[config.mk]
export PLATFORM = sky130hd
export DESIGN_NAME = aae_ctrl
export DESIGN_NICKNAME = d
export VERILOG_FILES = /design/src/rtl/aae_pkg.sv /design/src/rtl/aae_ctrl.sv
export SDC_FILE = /design/constraint.sdc
export NUM_CORES = 1
export LEC_CHECK = 0
export ABC_AREA = 1
export BUFFER_PORTS_ARGS = -buffer_cell sky130_fd_sc_hd__buf_4
export CORE_MARGIN = 2
export CORE_UTILIZATION = 59
export DETAILED_ROUTE_END_ITERATION = 6
export PLACE_DENSITY = 0.85
export SYNTH_ARGS = -nofsm -noshare
export SYNTH_HDL_FRONTEND = slang
export SYNTH_SLANG_ARGS = --single-unit
[constraint.sdc]
create_clock -name clk -period 2.6 [get_ports clk]
set_input_delay 0.26 -clock clk [delete_from_list [all_inputs] [get_ports clk]]
set_output_delay 0.26 -clock clk [all_outputs]
set_load 0.05 [all_outputs]
[src/rtl/aae_pkg.sv]
`timescale 1ns / 1ps
// aae_pkg: shared constants, command and status types for the adaptive
// arithmetic encoder; no dependencies
package aae_pkg;

    localparam int REG_BITS     = 16;
    localparam int FOLLOW_LIMIT = 255;
    localparam int NSYM         = 258;
    localparam int END_SYM      = 257;
    localparam int MAX_OUT      = 40;
    localparam int SYM_W        = 9;
    localparam int CNT_W        = 15;
    localparam int OBUF_W       = 6;
    localparam int THR_W        = 14;

    localparam logic [REG_BITS-1:0] TOP_VAL = 16'hFFFF;
    localparam logic [REG_BITS-1:0] QTR1    = 16'h4000;
    localparam logic [REG_BITS-1:0] HALF_V  = 16'h8000;
    localparam logic [REG_BITS-1:0] QTR3    = 16'hC000;
    localparam logic [THR_W-1:0]    THRESH_RESET = 14'd16383;
    localparam logic [5:0]          GUARD_MAX    = 6'd32;

    // datapath operations
    localparam logic [4:0] OP_NONE   = 5'd0;
    localparam logic [4:0] OP_CLR    = 5'd1;
    localparam logic [4:0] OP_ACC    = 5'd2;
    localparam logic [4:0] OP_LOOK   = 5'd3;
    localparam logic [4:0] OP_LOOKC  = 5'd4;
    localparam logic [4:0] OP_RC0    = 5'd5;
    localparam logic [4:0] OP_RC1    = 5'd6;
    localparam logic [4:0] OP_RC2    = 5'd7;
    localparam logic [4:0] OP_RC3    = 5'd8;
    localparam logic [4:0] OP_DIVS_A = 5'd9;
    localparam logic [4:0] OP_DIVS_B = 5'd10;
    localparam logic [4:0] OP_DIV    = 5'd11;
    localparam logic [4:0] OP_DIVF_A = 5'd12;
    localparam logic [4:0] OP_DIVF_B = 5'd13;
    localparam logic [4:0] OP_REN    = 5'd14;
    localparam logic [4:0] OP_FOL    = 5'd15;
    localparam logic [4:0] OP_EFOL   = 5'd16;
    localparam logic [4:0] OP_EBIT   = 5'd17;
    localparam logic [4:0] OP_EFIN   = 5'd18;
    localparam logic [4:0] OP_ACHK   = 5'd19;
    localparam logic [4:0] OP_RS     = 5'd20;
    localparam logic [4:0] OP_F0     = 5'd21;
    localparam logic [4:0] OP_F1     = 5'd22;
    localparam logic [4:0] OP_F2     = 5'd23;
    localparam logic [4:0] OP_SW0    = 5'd24;
    localparam logic [4:0] OP_SW1    = 5'd25;
    localparam logic [4:0] OP_SW2    = 5'd26;
    localparam logic [4:0] OP_INC0   = 5'd27;
    localparam logic [4:0] OP_INC    = 5'd28;
    localparam logic [4:0] OP_DR0    = 5'd29;
    localparam logic [4:0] OP_DR1    = 5'd30;
    localparam logic [4:0] OP_DR2    = 5'd31;

    // renormalization cases
    localparam logic [1:0] REN_NONE = 2'd0;
    localparam logic [1:0] REN_E1   = 2'd1;
    localparam logic [1:0] REN_E2   = 2'd2;
    localparam logic [1:0] REN_E3   = 2'd3;

    typedef struct packed {
        logic [4:0] op;
    } cmd_t;

    typedef struct packed {
        logic       clr_last;
        logic       div_last;
        logic [1:0] ren_code;
        logic       guard_max;
        logic       pend_nz;
        logic       pend_one;
        logic       resc;
        logic       sw_run;
        logic       pv;
        logic       s_gt1;
        logic       feq;
        logic       idx_gt2;
        logic       i_lt_s;
        logic       cnt_nz;
        logic       kind;
        logic       taken;
        logic       drain_last;
    } status_t;

endpackage

[src/rtl/aae_ctrl.sv]
`timescale 1ns / 1ps
// aae_ctrl: sequencer for the encoder; issues datapath operations
// depends on aae_pkg
module aae_ctrl
    import aae_pkg::*;
(
    input  logic    clk,
    input  logic    rst_n,
    input  logic    in_valid,
    input  status_t st,
    output logic    in_stall,
    output cmd_t    cmd
);

    localparam logic [4:0] S_CLEAR = 5'd0;
    localparam logic [4:0] S_IDLE  = 5'd1;
    localparam logic [4:0] S_LOOK  = 5'd2;
    localparam logic [4:0] S_LOOKC = 5'd3;
    localparam logic [4:0] S_RC0   = 5'd4;
    localparam logic [4:0] S_RC1   = 5'd5;
    localparam logic [4:0] S_RC2   = 5'd6;
    localparam logic [4:0] S_RC3   = 5'd7;
    localparam logic [4:0] S_D1S   = 5'd8;
    localparam logic [4:0] S_D1    = 5'd9;
    localparam logic [4:0] S_D1F   = 5'd10;
    localparam logic [4:0] S_D2S   = 5'd11;
    localparam logic [4:0] S_D2    = 5'd12;
    localparam logic [4:0] S_D2F   = 5'd13;
    localparam logic [4:0] S_REN   = 5'd14;
    localparam logic [4:0] S_FOL   = 5'd15;
    localparam logic [4:0] S_EFOL  = 5'd16;
    localparam logic [4:0] S_EBIT  = 5'd17;
    localparam logic [4:0] S_EFFOL = 5'd18;
    localparam logic [4:0] S_EFIN  = 5'd19;
    localparam logic [4:0] S_ACHK  = 5'd20;
    localparam logic [4:0] S_RS    = 5'd21;
    localparam logic [4:0] S_F0    = 5'd22;
    localparam logic [4:0] S_F1    = 5'd23;
    localparam logic [4:0] S_F2    = 5'd24;
    localparam logic [4:0] S_SWC   = 5'd25;
    localparam logic [4:0] S_SW0   = 5'd26;
    localparam logic [4:0] S_SW1   = 5'd27;
    localparam logic [4:0] S_SW2   = 5'd28;
    localparam logic [4:0] S_INC0  = 5'd29;
    localparam logic [4:0] S_INC   = 5'd30;
    localparam logic [4:0] S_DR    = 5'd31;

    logic [4:0] state_reg, state_next;
    logic [1:0] dph_reg, dph_next;   // drain phase

    assign in_stall = (state_reg != S_IDLE);

    always_ff @(posedge clk or negedge rst_n)
    begin
        if (!rst_n)
        begin
            state_reg <= S_CLEAR;
            dph_reg   <= 2'd0;
        end
        else
        begin
            state_reg <= state_next;
            dph_reg   <= dph_next;
        end
    end

    always_comb
    begin
        state_next = state_reg;
        dph_next   = dph_reg;
        cmd.op     = OP_NONE;
        case (state_reg)
            S_CLEAR:
            begin
                cmd.op = OP_CLR;
                if (st.clr_last)
                    state_next = S_IDLE;
            end
            S_IDLE:
            begin
                if (in_valid)
                begin
                    cmd.op = OP_ACC;
                    state_next = S_LOOK;
                end
            end
            S_LOOK:
            begin
                if (st.kind)
                    state_next = S_RC0;
                else
                begin
                    cmd.op = OP_LOOK;
                    state_next = S_LOOKC;
                end
            end
            S_LOOKC:
            begin
                cmd.op = OP_LOOKC;
                state_next = S_RC0;
            end
            S_RC0:
            begin
                cmd.op = OP_RC0;
                state_next = S_RC1;
            end
            S_RC1:
            begin
                cmd.op = OP_RC1;
                state_next = S_RC2;
            end
            S_RC2:
            begin
                cmd.op = OP_RC2;
                state_next = S_RC3;
            end
            S_RC3:
            begin
                cmd.op = OP_RC3;
                state_next = S_D1S;
            end
            S_D1S:
            begin
                cmd.op = OP_DIVS_A;
                state_next = S_D1;
            end
            S_D1:
            begin
                cmd.op = OP_DIV;
                if (st.div_last)
                    state_next = S_D1F;
            end
            S_D1F:
            begin
                cmd.op = OP_DIVF_A;
                state_next = S_D2S;
            end
            S_D2S:
            begin
                cmd.op = OP_DIVS_B;
                state_next = S_D2;
            end
            S_D2:
            begin
                cmd.op = OP_DIV;
                if (st.div_last)
                    state_next = S_D2F;
            end
            S_D2F:
            begin
                cmd.op = OP_DIVF_B;
                state_next = S_REN;
            end
            S_REN:
            begin
                cmd.op = OP_REN;
                if (st.guard_max || st.ren_code == REN_NONE)
                    state_next = st.kind ? S_EFOL : S_ACHK;
                else if ((st.ren_code == REN_E1 || st.ren_code == REN_E2) && st.pend_nz)
                    state_next = S_FOL;
            end
            S_FOL:
            begin
                cmd.op = OP_FOL;
                if (st.pend_one)
                    state_next = S_REN;
            end
            S_EFOL:
            begin
                cmd.op = OP_EFOL;
                state_next = S_EBIT;
            end
            S_EBIT:
            begin
                cmd.op = OP_EBIT;
                state_next = st.pend_nz ? S_EFFOL : S_EFIN;
            end
            S_EFFOL:
            begin
                cmd.op = OP_FOL;
                if (st.pend_one)
                    state_next = S_EFIN;
            end
            S_EFIN:
            begin
                cmd.op = OP_EFIN;
                state_next = S_DR;
                dph_next = 2'd0;
            end
            S_ACHK:
            begin
                cmd.op = OP_ACHK;
                state_next = st.resc ? S_RS : S_F0;
            end
            S_RS:
            begin
                cmd.op = OP_RS;
                if (!st.sw_run && st.pv)
                    state_next = S_F0;
            end
            S_F0:
            begin
                cmd.op = OP_F0;
                state_next = S_F1;
            end
            S_F1:
            begin
                cmd.op = OP_F1;
                state_next = st.s_gt1 ? S_F2 : S_SWC;
            end
            S_F2:
            begin
                cmd.op = OP_F2;
                if (!(st.feq && st.idx_gt2))
                    state_next = S_SWC;
            end
            S_SWC:
            begin
                state_next = st.i_lt_s ? S_SW0 : S_INC0;
            end
            S_SW0:
            begin
                cmd.op = OP_SW0;
                state_next = S_SW1;
            end
            S_SW1:
            begin
                cmd.op = OP_SW1;
                state_next = S_SW2;
            end
            S_SW2:
            begin
                cmd.op = OP_SW2;
                state_next = S_INC0;
            end
            S_INC0:
            begin
                cmd.op = OP_INC0;
                state_next = S_INC;
            end
            S_INC:
            begin
                cmd.op = OP_INC;
                if (!st.sw_run && st.pv)
                begin
                    state_next = st.cnt_nz ? S_DR : S_IDLE;
                    dph_next = 2'd0;
                end
            end
            S_DR:
            begin
                case (dph_reg)
                    2'd0:
                    begin
                        cmd.op = OP_DR0;
                        dph_next = 2'd1;
                    end
                    2'd1:
                    begin
                        cmd.op = OP_DR1;
                        dph_next = 2'd2;
                    end
                    default:
                    begin
                        cmd.op = OP_DR2;
                        if (st.taken)
                        begin
                            dph_next = 2'd0;
                            if (st.drain_last)
                                state_next = st.kind ? S_CLEAR : S_IDLE;
                        end
                    end
                endcase
            end
            default:
            begin
                state_next = S_CLEAR;
            end
        endcase
    end

endmodule

==> metrics.txt, run 1 <==
top cells by area, synth=nand2_1 20%, dfrtp_1 14%, nand3_1 12%, nor2_1 10%, inv_1 8.4%; Area growth, synth to finish=17.0%; Yosys reg bits=7; WL final=3900 µm; Iter 0 DRT Violations=156; worst reg2reg path startpoint=state_reg[3]; maximum clock frequency=just over 400 MHz; Max-slew headroom=a little under 60%; Synth cell types=29; Most common cell on crit path=nand3_1; RR Endpoint=dph_reg[0]; antenna violations before repair=0; Filler cells=around 180; Fin Setup TNS=0 ns; Overflow after GRT=0; Synth area leader=nand2_1; crit share post-route=a little over 90%; crit start category=flip-flop; yosys warns=0; drt first pass iters=7; total clock buffers created by CTS=3; crit path from=state_reg[3]; Setup crit end=cmd[1]; most frequent cell after synthesis=nand2_1; Mapped Area=0.00129 mm²; die height=50.8 µm; Worst Path Max Fanout=11; post-route antenna net violation count=0; Initial Utilization=64.0%; CP required=2.34 ns; global routing usage on met1=roughly two fifths; area of the core=0.00202 mm²; die area=between 0.002 and 0.003 mm²; Gate Count Post-Synth=roughly 240; Register-to-Register Setup Slack=0.67 ns; Die W=50.8 µm; Final Hold Fails=0; CP bufs+invs=1; clock skew=0.00490 ns; register area share after synthesis=a little over an eighth; Finish-stage setup viols=0; post_cts resized=0; Most Crowded Layer GR=met2; RSZ-0062 raised after global routing=false; reg2reg path depth=6; post-layout power=0.00186 W; most frequent cells after synthesis=70 x nand2_1, 35 x nor2_1, 32 x nand3_1; fin area=between 0.0015 and 0.002 mm²; max reg flops=5; CP top delay family=simple AND/OR/NAND/NOR gates; clock buffer depth=2; drt wl/cell=about 13 µm; Final Net Count=289; Slew Viols, Final=0; clock sinks=7; Clock Pin Slew Worst Setup and Hold Paths=0.05 ns; syn_nets=263; status=finished with violations; placed inst area=around 0.0015 mm²; # DRC=6; first-pass GRT wire length=6240 µm; I/O pin count=27; worst vdd ir=roughly 1200 µV; Post-synth EDFFs=0; Critical Path Stages=6; Hold Crit Class=in -> async; Max-cap violations=0; top_reg_cell synth=dfrtp_1; Synth top area share=20.3%; critical path endpoint category=primary output; GP Congestion=1.01; syn avg cell area=around 5.4 µm²; met2 Use GR=50.4%; vias in the first global route=around 1,500; layout cells sized above 1=21.4%; Crit path largest cell delay=between 0.5 and 0.6 ns; slowest CP cell=nor2_2; area occupied by multi-input gates=roughly 940 µm²; CP Cell Sequence=nor2_2, nand3_1, o21ai_0, a21oi_1, nand3_1, buf_4; kind of critical path=reg -> out; failing checks=design-rule violations; row cnt=16; WP data arrival=2.16 ns; # port buffers=26; CTS tree=yes; Skew-Pair Late Insertion Delay=0.25 ns; Final HPWL DP=3010 µm; CTS H-tree depth=1; Slew @ Worst Pin=0.633 ns; global-route total usage across every layer=31.9%; Root Driver=clkbuf_4; post-route minimum period=2.42 ns; largest net degree at the start of global routing=27; antenna cells=0; Leak Pwr=0.952 nW; DR vias=1,718; via/cell ratio=5.86; Power Dens Cells=1230 mW/mm²; Reg area=175 µm²; asr flop ratio synth=100%; GRT met3 Usage=8.77%
## power by group
group | switching [W] | internal, W
Clock | 0.0000392 | 0.0000585
Combinational | 0.00109 | 0.000435
Sequential | 0.0000738 | 0.000164
Total | 0.00120 | 0.000658
## per-layer routing
layer  up-vias  routed length (µm)
li1        830                   -
met1       736                1550
met2       133                1760
met3        19                 491
met4         0                 104
met5         -                   0
## through the flow
stage	hold WS [ns]	setup WS [ns]	cells	util, %
after floorplan	-0.0356	0.252	241	-
after global placement	0.0751	0.559	288	73.1
final	0.400	0.184	293	74.9
after CTS	0.346	0.270	293	74.9
after detailed placement	0.0779	0.549	288	73.1
after global routing	0.383	0.0619	293	74.9
## cells in the final DEF, fill, tap and decap left out, drive strengths merged
master	n
nand4	8
and2	1
nand2	75
o21ai	7
buf	27
clkbuf	4
nor3	10
dlygate4sd3	1
o22ai	4
nor2	46
ha	1
nand3b	1
or2	1
dfrtp	7
nor4	1
a21oi	2
nand3	38
inv	32
## cell type report
class | instances | area share, %
Clock buffer | 4 | 1.74
Inverter | 32 | 8.10
Multi-Input combinational cell | 195 | 62.3
Sequential cell | 7 | 11.6
Tap cell | 27 | 2.23
Timing Repair Buffer | 28 | 14.0
## how the worst min path moves through the flow
stage / depth (start not counted) / slack (ns) / end / startpoint
after floorplan: 0 / -0.04 / dph_reg[0] / rst_n
after global placement: 1 / 0.08 / dph_reg[1] / rst_n
after detailed placement: 1 / 0.08 / dph_reg[1] / rst_n
after CTS: 2 / 0.35 / dph_reg[1] / rst_n
after global routing: 2 / 0.38 / dph_reg[1] / rst_n
final: 2 / 0.40 / dph_reg[1] / rst_n
## cells by family after synthesis
group | Yosys count | share of synthesized area (%)
AND/OR/NAND/NOR | 181 | 66.5
buffers and inverters | 39 | 13.5
AO/OA/AOI/OAI | 13 | 5.42
flip-flops | 7 | 13.5
adder cells (fa/ha/maj) | 1 | 0.967
## repair_timing
| item | 4_1_cts | 5_1_grt |
|---|---|---|
| setup buffers | 0 | 0 |
| hold buffers | 1 | 0 |
| endpoints found under the hold margin | 7 | 0 |
Note: power is estimated with default switching activity, not from simulation.
==> run 2, diff against run 1 <==
- BUFFER_PORTS_ARGS: -buffer_cell sky130_fd_sc_hd__buf_4 -> unset
- CORE_UTILIZATION: 59 -> 60
- DONT_BUFFER_PORTS: unset -> 1
- PLACE_DENSITY: 0.85 -> 0.76
==> metrics.txt, run 2 (synthesis gave the netlist of run 1 again) <==
Finish-stage setup viols=0; global-route total usage across every layer=33.5%; clock buffer depth=2; antenna cells=0; max reg flops=5; WP data arrival=2.21 ns; crit share post-route=between 90% and 100%; Final HPWL DP=3110 µm; post-route antenna net violation count=0; die height=50.4 µm; sw power=0.00121 W; CTS H-tree depth=1; CP required=2.34 ns; status=finished, final reports clean; layout cells sized above 1=15.0%; clock sinks=7; CTS tree=yes; Sw Share=between 60 and 70%; Reg area=175 µm²; Fin Setup TNS=0 ns; drt wl/cell=14.6 µm; Slew Viols, Final=0; Max-slew headroom=59.1%; Slew @ Worst Pin=0.613 ns; I/O pin count=27; Power Dens Cells=1370 mW/mm²; Reg power frac=12.8%; Overflow after GRT=0; Skew-Pair Late Insertion Delay=0.26 ns; vias in the first global route=approximately 1,500; Area growth, synth to finish=6.38%; WL final=3980 µm; commonest non-fill, non-tap cell in the layout=nand2_1; die area=0.00254 mm²; post-route minimum period=2.47 ns; largest net degree at the start of global routing=27; drt first pass iters=6; DR vias=1,642; worst vdd ir=1100 µV; most frequent cells in the layout=70 x nand2_1, 35 x nor2_1, 32 x nand3_1; Root Driver=clkbuf_4; critical path endpoint category=primary output; Logic pwr share=81.7%; Filler cells=199; post_cts resized=0; GP Congestion=approximately 1; # DRC=0; final hold slack=0.321 ns; Worst Path Max Fanout=11; area occupied by multi-input gates=943 µm²; area of the core=0.00200 mm²; clock skew=0.000408 ns; Hold Crit Class=in -> async; via/cell ratio=around 6.0; RSZ-0062 raised after global routing=false; Final Hold Fails=0; # port buffers=0; Initial Utilization=64.6%; Final Net Count=~270; total clock buffers created by CTS=3; kind of critical path=reg -> out; crit start category=flip-flop; Leak Pwr=about 0.86 nW; Iter 0 DRT Violations=a little under 200; Max-cap violations=0; Clock Pin Slew Worst Setup and Hold Paths=0.05 ns; Die W=50.4 µm; # Post-CTS Setup Buffers=0; first-pass GRT wire length=approximately 6500 µm; row cnt=16; antenna violations before repair=0; P_int=0.000686 W; hold-fix buffers at CTS=1; clock network fraction of total power=5.5%; maximum clock frequency=around 410 MHz
[run 2: cell types whose count changed in the layout (fill, tap and decap cells not counted)]
cell    change
buf_12      +1
buf_4      -21
[run 2: final timing paths]
kind	start	endpoint	slack (ns)	cells past startpoint
hold / removal	rst_n	dph_reg[0]	0.32	1
setup / recovery	state_reg[3]	cmd[1]	0.13	8
max in group asynchronous	rst_n	state_reg[1]	2.04	1
setup reg to reg	state_reg[1]	dph_reg[0]	0.71	7
min in group clk	st[2]	state_reg[2]	0.37	6
hold reg to reg	state_reg[1]	state_reg[1]	0.59	2
[run 2: final cells by class]
cell class	count	area share, %
multi-input cells	195	68.5
clock buffers	4	1.91
flip-flops and latches	7	12.7
inverters	32	8.91
well taps	27	2.45
repair buffers	8	5.45
[run 2: power by group through the flow]
stage | clock network (W) | logic [W] | registers [W]
finish | 0.000104 | 0.00155 | 0.000241
global route | 0.000109 | 0.00169 | 0.000246
CTS | 0.000105 | 0.00152 | 0.000238
detailed placement | 0 | 0.00151 | 0.000239
global placement | 0 | 0.00151 | 0.000234
floorplan | 0 | 0.00117 | 0.000223
[run 2: worst max-delay path, cell delays in order (launching register included)]
cell and delay, ns:
dfrtp_1 0.50, nor2_2 0.50, nand2_1 0.11, nor2_1 0.13
nand2_1 0.14, o21ai_0 0.15, a21oi_1 0.11, nand3_1 0.16
buf_12 0.15
[run 2: layer usage]
| metal | track usage (%) | vias to the layer above | routed length [µm] | share of wire (%) |
|---|---|---|---|---|
| met5 | 0 | - | 0 | 0 |
| met2 | 51.1 | 125 | 1720 | 43 |
| met1 | 45.0 | 708 | 1570 | 40 |
| met3 | 8.33 | 20 | 542 | 14 |
| met4 | 13.5 | 0 | 140 | 3.5 |
| li1 | - | 789 | - | - |
[run 2: through the flow]
step | utilization, % | worst slack, ns | area [µm²] | cells | total power, W
final | 68.8 | 0.131 | 1380 | 273 | 0.00189
after floorplan | - | 0.252 | 1290 | 241 | 0.00139
after detailed placement | 66.9 | 0.503 | 1340 | 268 | 0.00175
after global routing | 68.8 | 0.0309 | 1380 | 273 | 0.00204
after global placement | 66.9 | 0.482 | 1340 | 268 | 0.00174
after CTS | 68.8 | 0.214 | 1380 | 273 | 0.00186
==> run 3, diff against run 2 <==
- CORE_UTILIZATION: 60 -> 50
- PLACE_DENSITY: 0.76 -> 0.67
==> metrics.txt, run 3 (synthesis gave the netlist of run 1 again) <==
Finish-stage setup viols=0; most frequent cells in the layout=70 x nand2_1, 35 x nor2_1, 32 x nand3_1; Slew Viols, Final=0; clock buffer depth=2; crit share post-route=93.3%; Most common cell on crit path=nand2_1; Area growth, synth to finish=7.25%; row cnt=18; largest net degree at the start of global routing=27; Worst Path Max Fanout=11; die area=0.00301 mm²; first-pass GRT wire length=about 6000 µm; post-layout power=approximately 0.0019 W; max reg flops=5; DR vias=1,607; total clock buffers created by CTS=3; WL final=just under 4000 µm; area of the core=roughly 0.0025 mm²; Clock Pin Slew Worst Setup and Hold Paths=0.06 ns; Skew-Pair Late Insertion Delay=0.26 ns; drt first pass iters=4; post_cts resized=0; clock skew=0.00585 ns; Die W=about 55 µm; slowest CP cell=dfrtp_1; Overflow after GRT=0; critical path endpoint category=primary output; Final Hold Fails=0; WP data arrival=2.17 ns; Max-cap violations=0; # port buffers=0; maximum clock frequency=approximately 410 MHz; Initial Utilization=52.7%; Inst Count DP=about 270; Slew @ Worst Pin=0.513 ns; Final Net Count=270; I/O pin count=27; CTS H-tree depth=1; GP Congestion=1.09; commonest non-fill, non-tap cell in the layout=nand2_1; status=finished, final reports clean; vias in the first global route=1,312; Leak Pwr=0.865 nW; CP top delay family=simple AND/OR/NAND/NOR gates; Fin Setup TNS=0 ns; Power Dens Cells=1360 mW/mm²; global-route total usage across every layer=28.0%; kind of critical path=reg -> out; # DRC=0; clock sinks=7; Final HPWL DP=3090 µm; via/cell ratio=5.80; Iter 0 DRT Violations=88; CP required=2.34 ns; worst vdd ir=between 1000 and 1500 µV; CTS tree=yes; crit start category=flip-flop; drt wl/cell=~14 µm; layout cells sized above 1=15.4%; post-route minimum period=~2.4 ns; antenna violations before repair=0; Max-slew headroom=between 60% and 70%; Hold Crit Class=in -> async; post-route antenna net violation count=0; Root Driver=clkbuf_4; CP bufs+invs=1; area occupied by multi-input gates=943 µm²; antenna cells=0; Reg area=175 µm²; Crit path largest cell delay=slightly below 0.5 ns; CP Cell Sequence=nor2_2, nand2_1, nor2_1, nand2_1, o21ai_0, a21oi_1, nand3_1, buf_12; Layout Cells excl Fill=277; die height=54.9 µm; Filler cells=263; RSZ-0062 raised after global routing=false
run 3: per-stage QoR:
stage | area, µm² | setup slack (ns) | hold WS [ns] | utilization [%]
6_report | 1390 | 0.175 | 0.342 | 56.5
5_1_grt | 1390 | 0.0443 | 0.357 | 56.5
4_1_cts | 1390 | 0.204 | 0.336 | 56.5
3_5_place_dp | 1350 | 0.493 | -0.0355 | 55.0
3_3_place_gp | 1350 | 0.480 | -0.0355 | 55.0
2_1_floorplan | 1290 | 0.252 | -0.0356 | -
run 3: path summary, 6_finish.rpt:
check                                   from      endpoint  slack (ns)  cells after the start
worst max-delay path            state_reg[3]        cmd[1]        0.17                      8
worst min-delay path                   rst_n    dph_reg[1]        0.34                      1
worst max register to register  state_reg[1]    dph_reg[0]        0.72                      7
worst min register to register    dph_reg[0]    dph_reg[0]        0.56                      2
max in group asynchronous              rst_n  state_reg[3]        2.00                      1
min in group clk                       st[1]    dph_reg[0]        0.38                      3
run 3: worst register-to-register path: cells and delay by family, from the launching register on:
family                 cells  cell delay (ns)
AOI/OAI and AO/OA          1             0.11
buffers and inverters      1             0.09
DFF                        1             0.43
and+or+nand+nor            5             1.12
run 3: area by class of cell:
class | instances | area share (%)
multi-input combinational | 195 | 68.0
sequential | 7 | 12.6
inverter | 32 | 8.84
timing repair buffer | 9 | 5.95
tap | 30 | 2.71
clock buffer | 4 | 1.89
run 3: routing by layer:
metal / GRT usage, % / part of all wire, % / vias up
li1: - / - / 796
met1: 40.8 / 43 / 691
met2: 39.3 / 43 / 110
met3: 7.38 / 12 / 10
met4: 8.75 / 2.3 / 0
met5: 0 / 0 / -
run 3: power by group:
group          switching, W  internal [W]
clock             0.0000434     0.0000588
sequential        0.0000707      0.000164
combinational       0.00109      0.000471
total               0.00120      0.000694
run 3: what timing repair did:
action | 4_1_cts | 5_1_grt
setup buffers | 0 | 0
setup endpoints to repair | 0 | 0
endpoints found under the hold margin | 7 | 0
hold buffers | 1 | 0
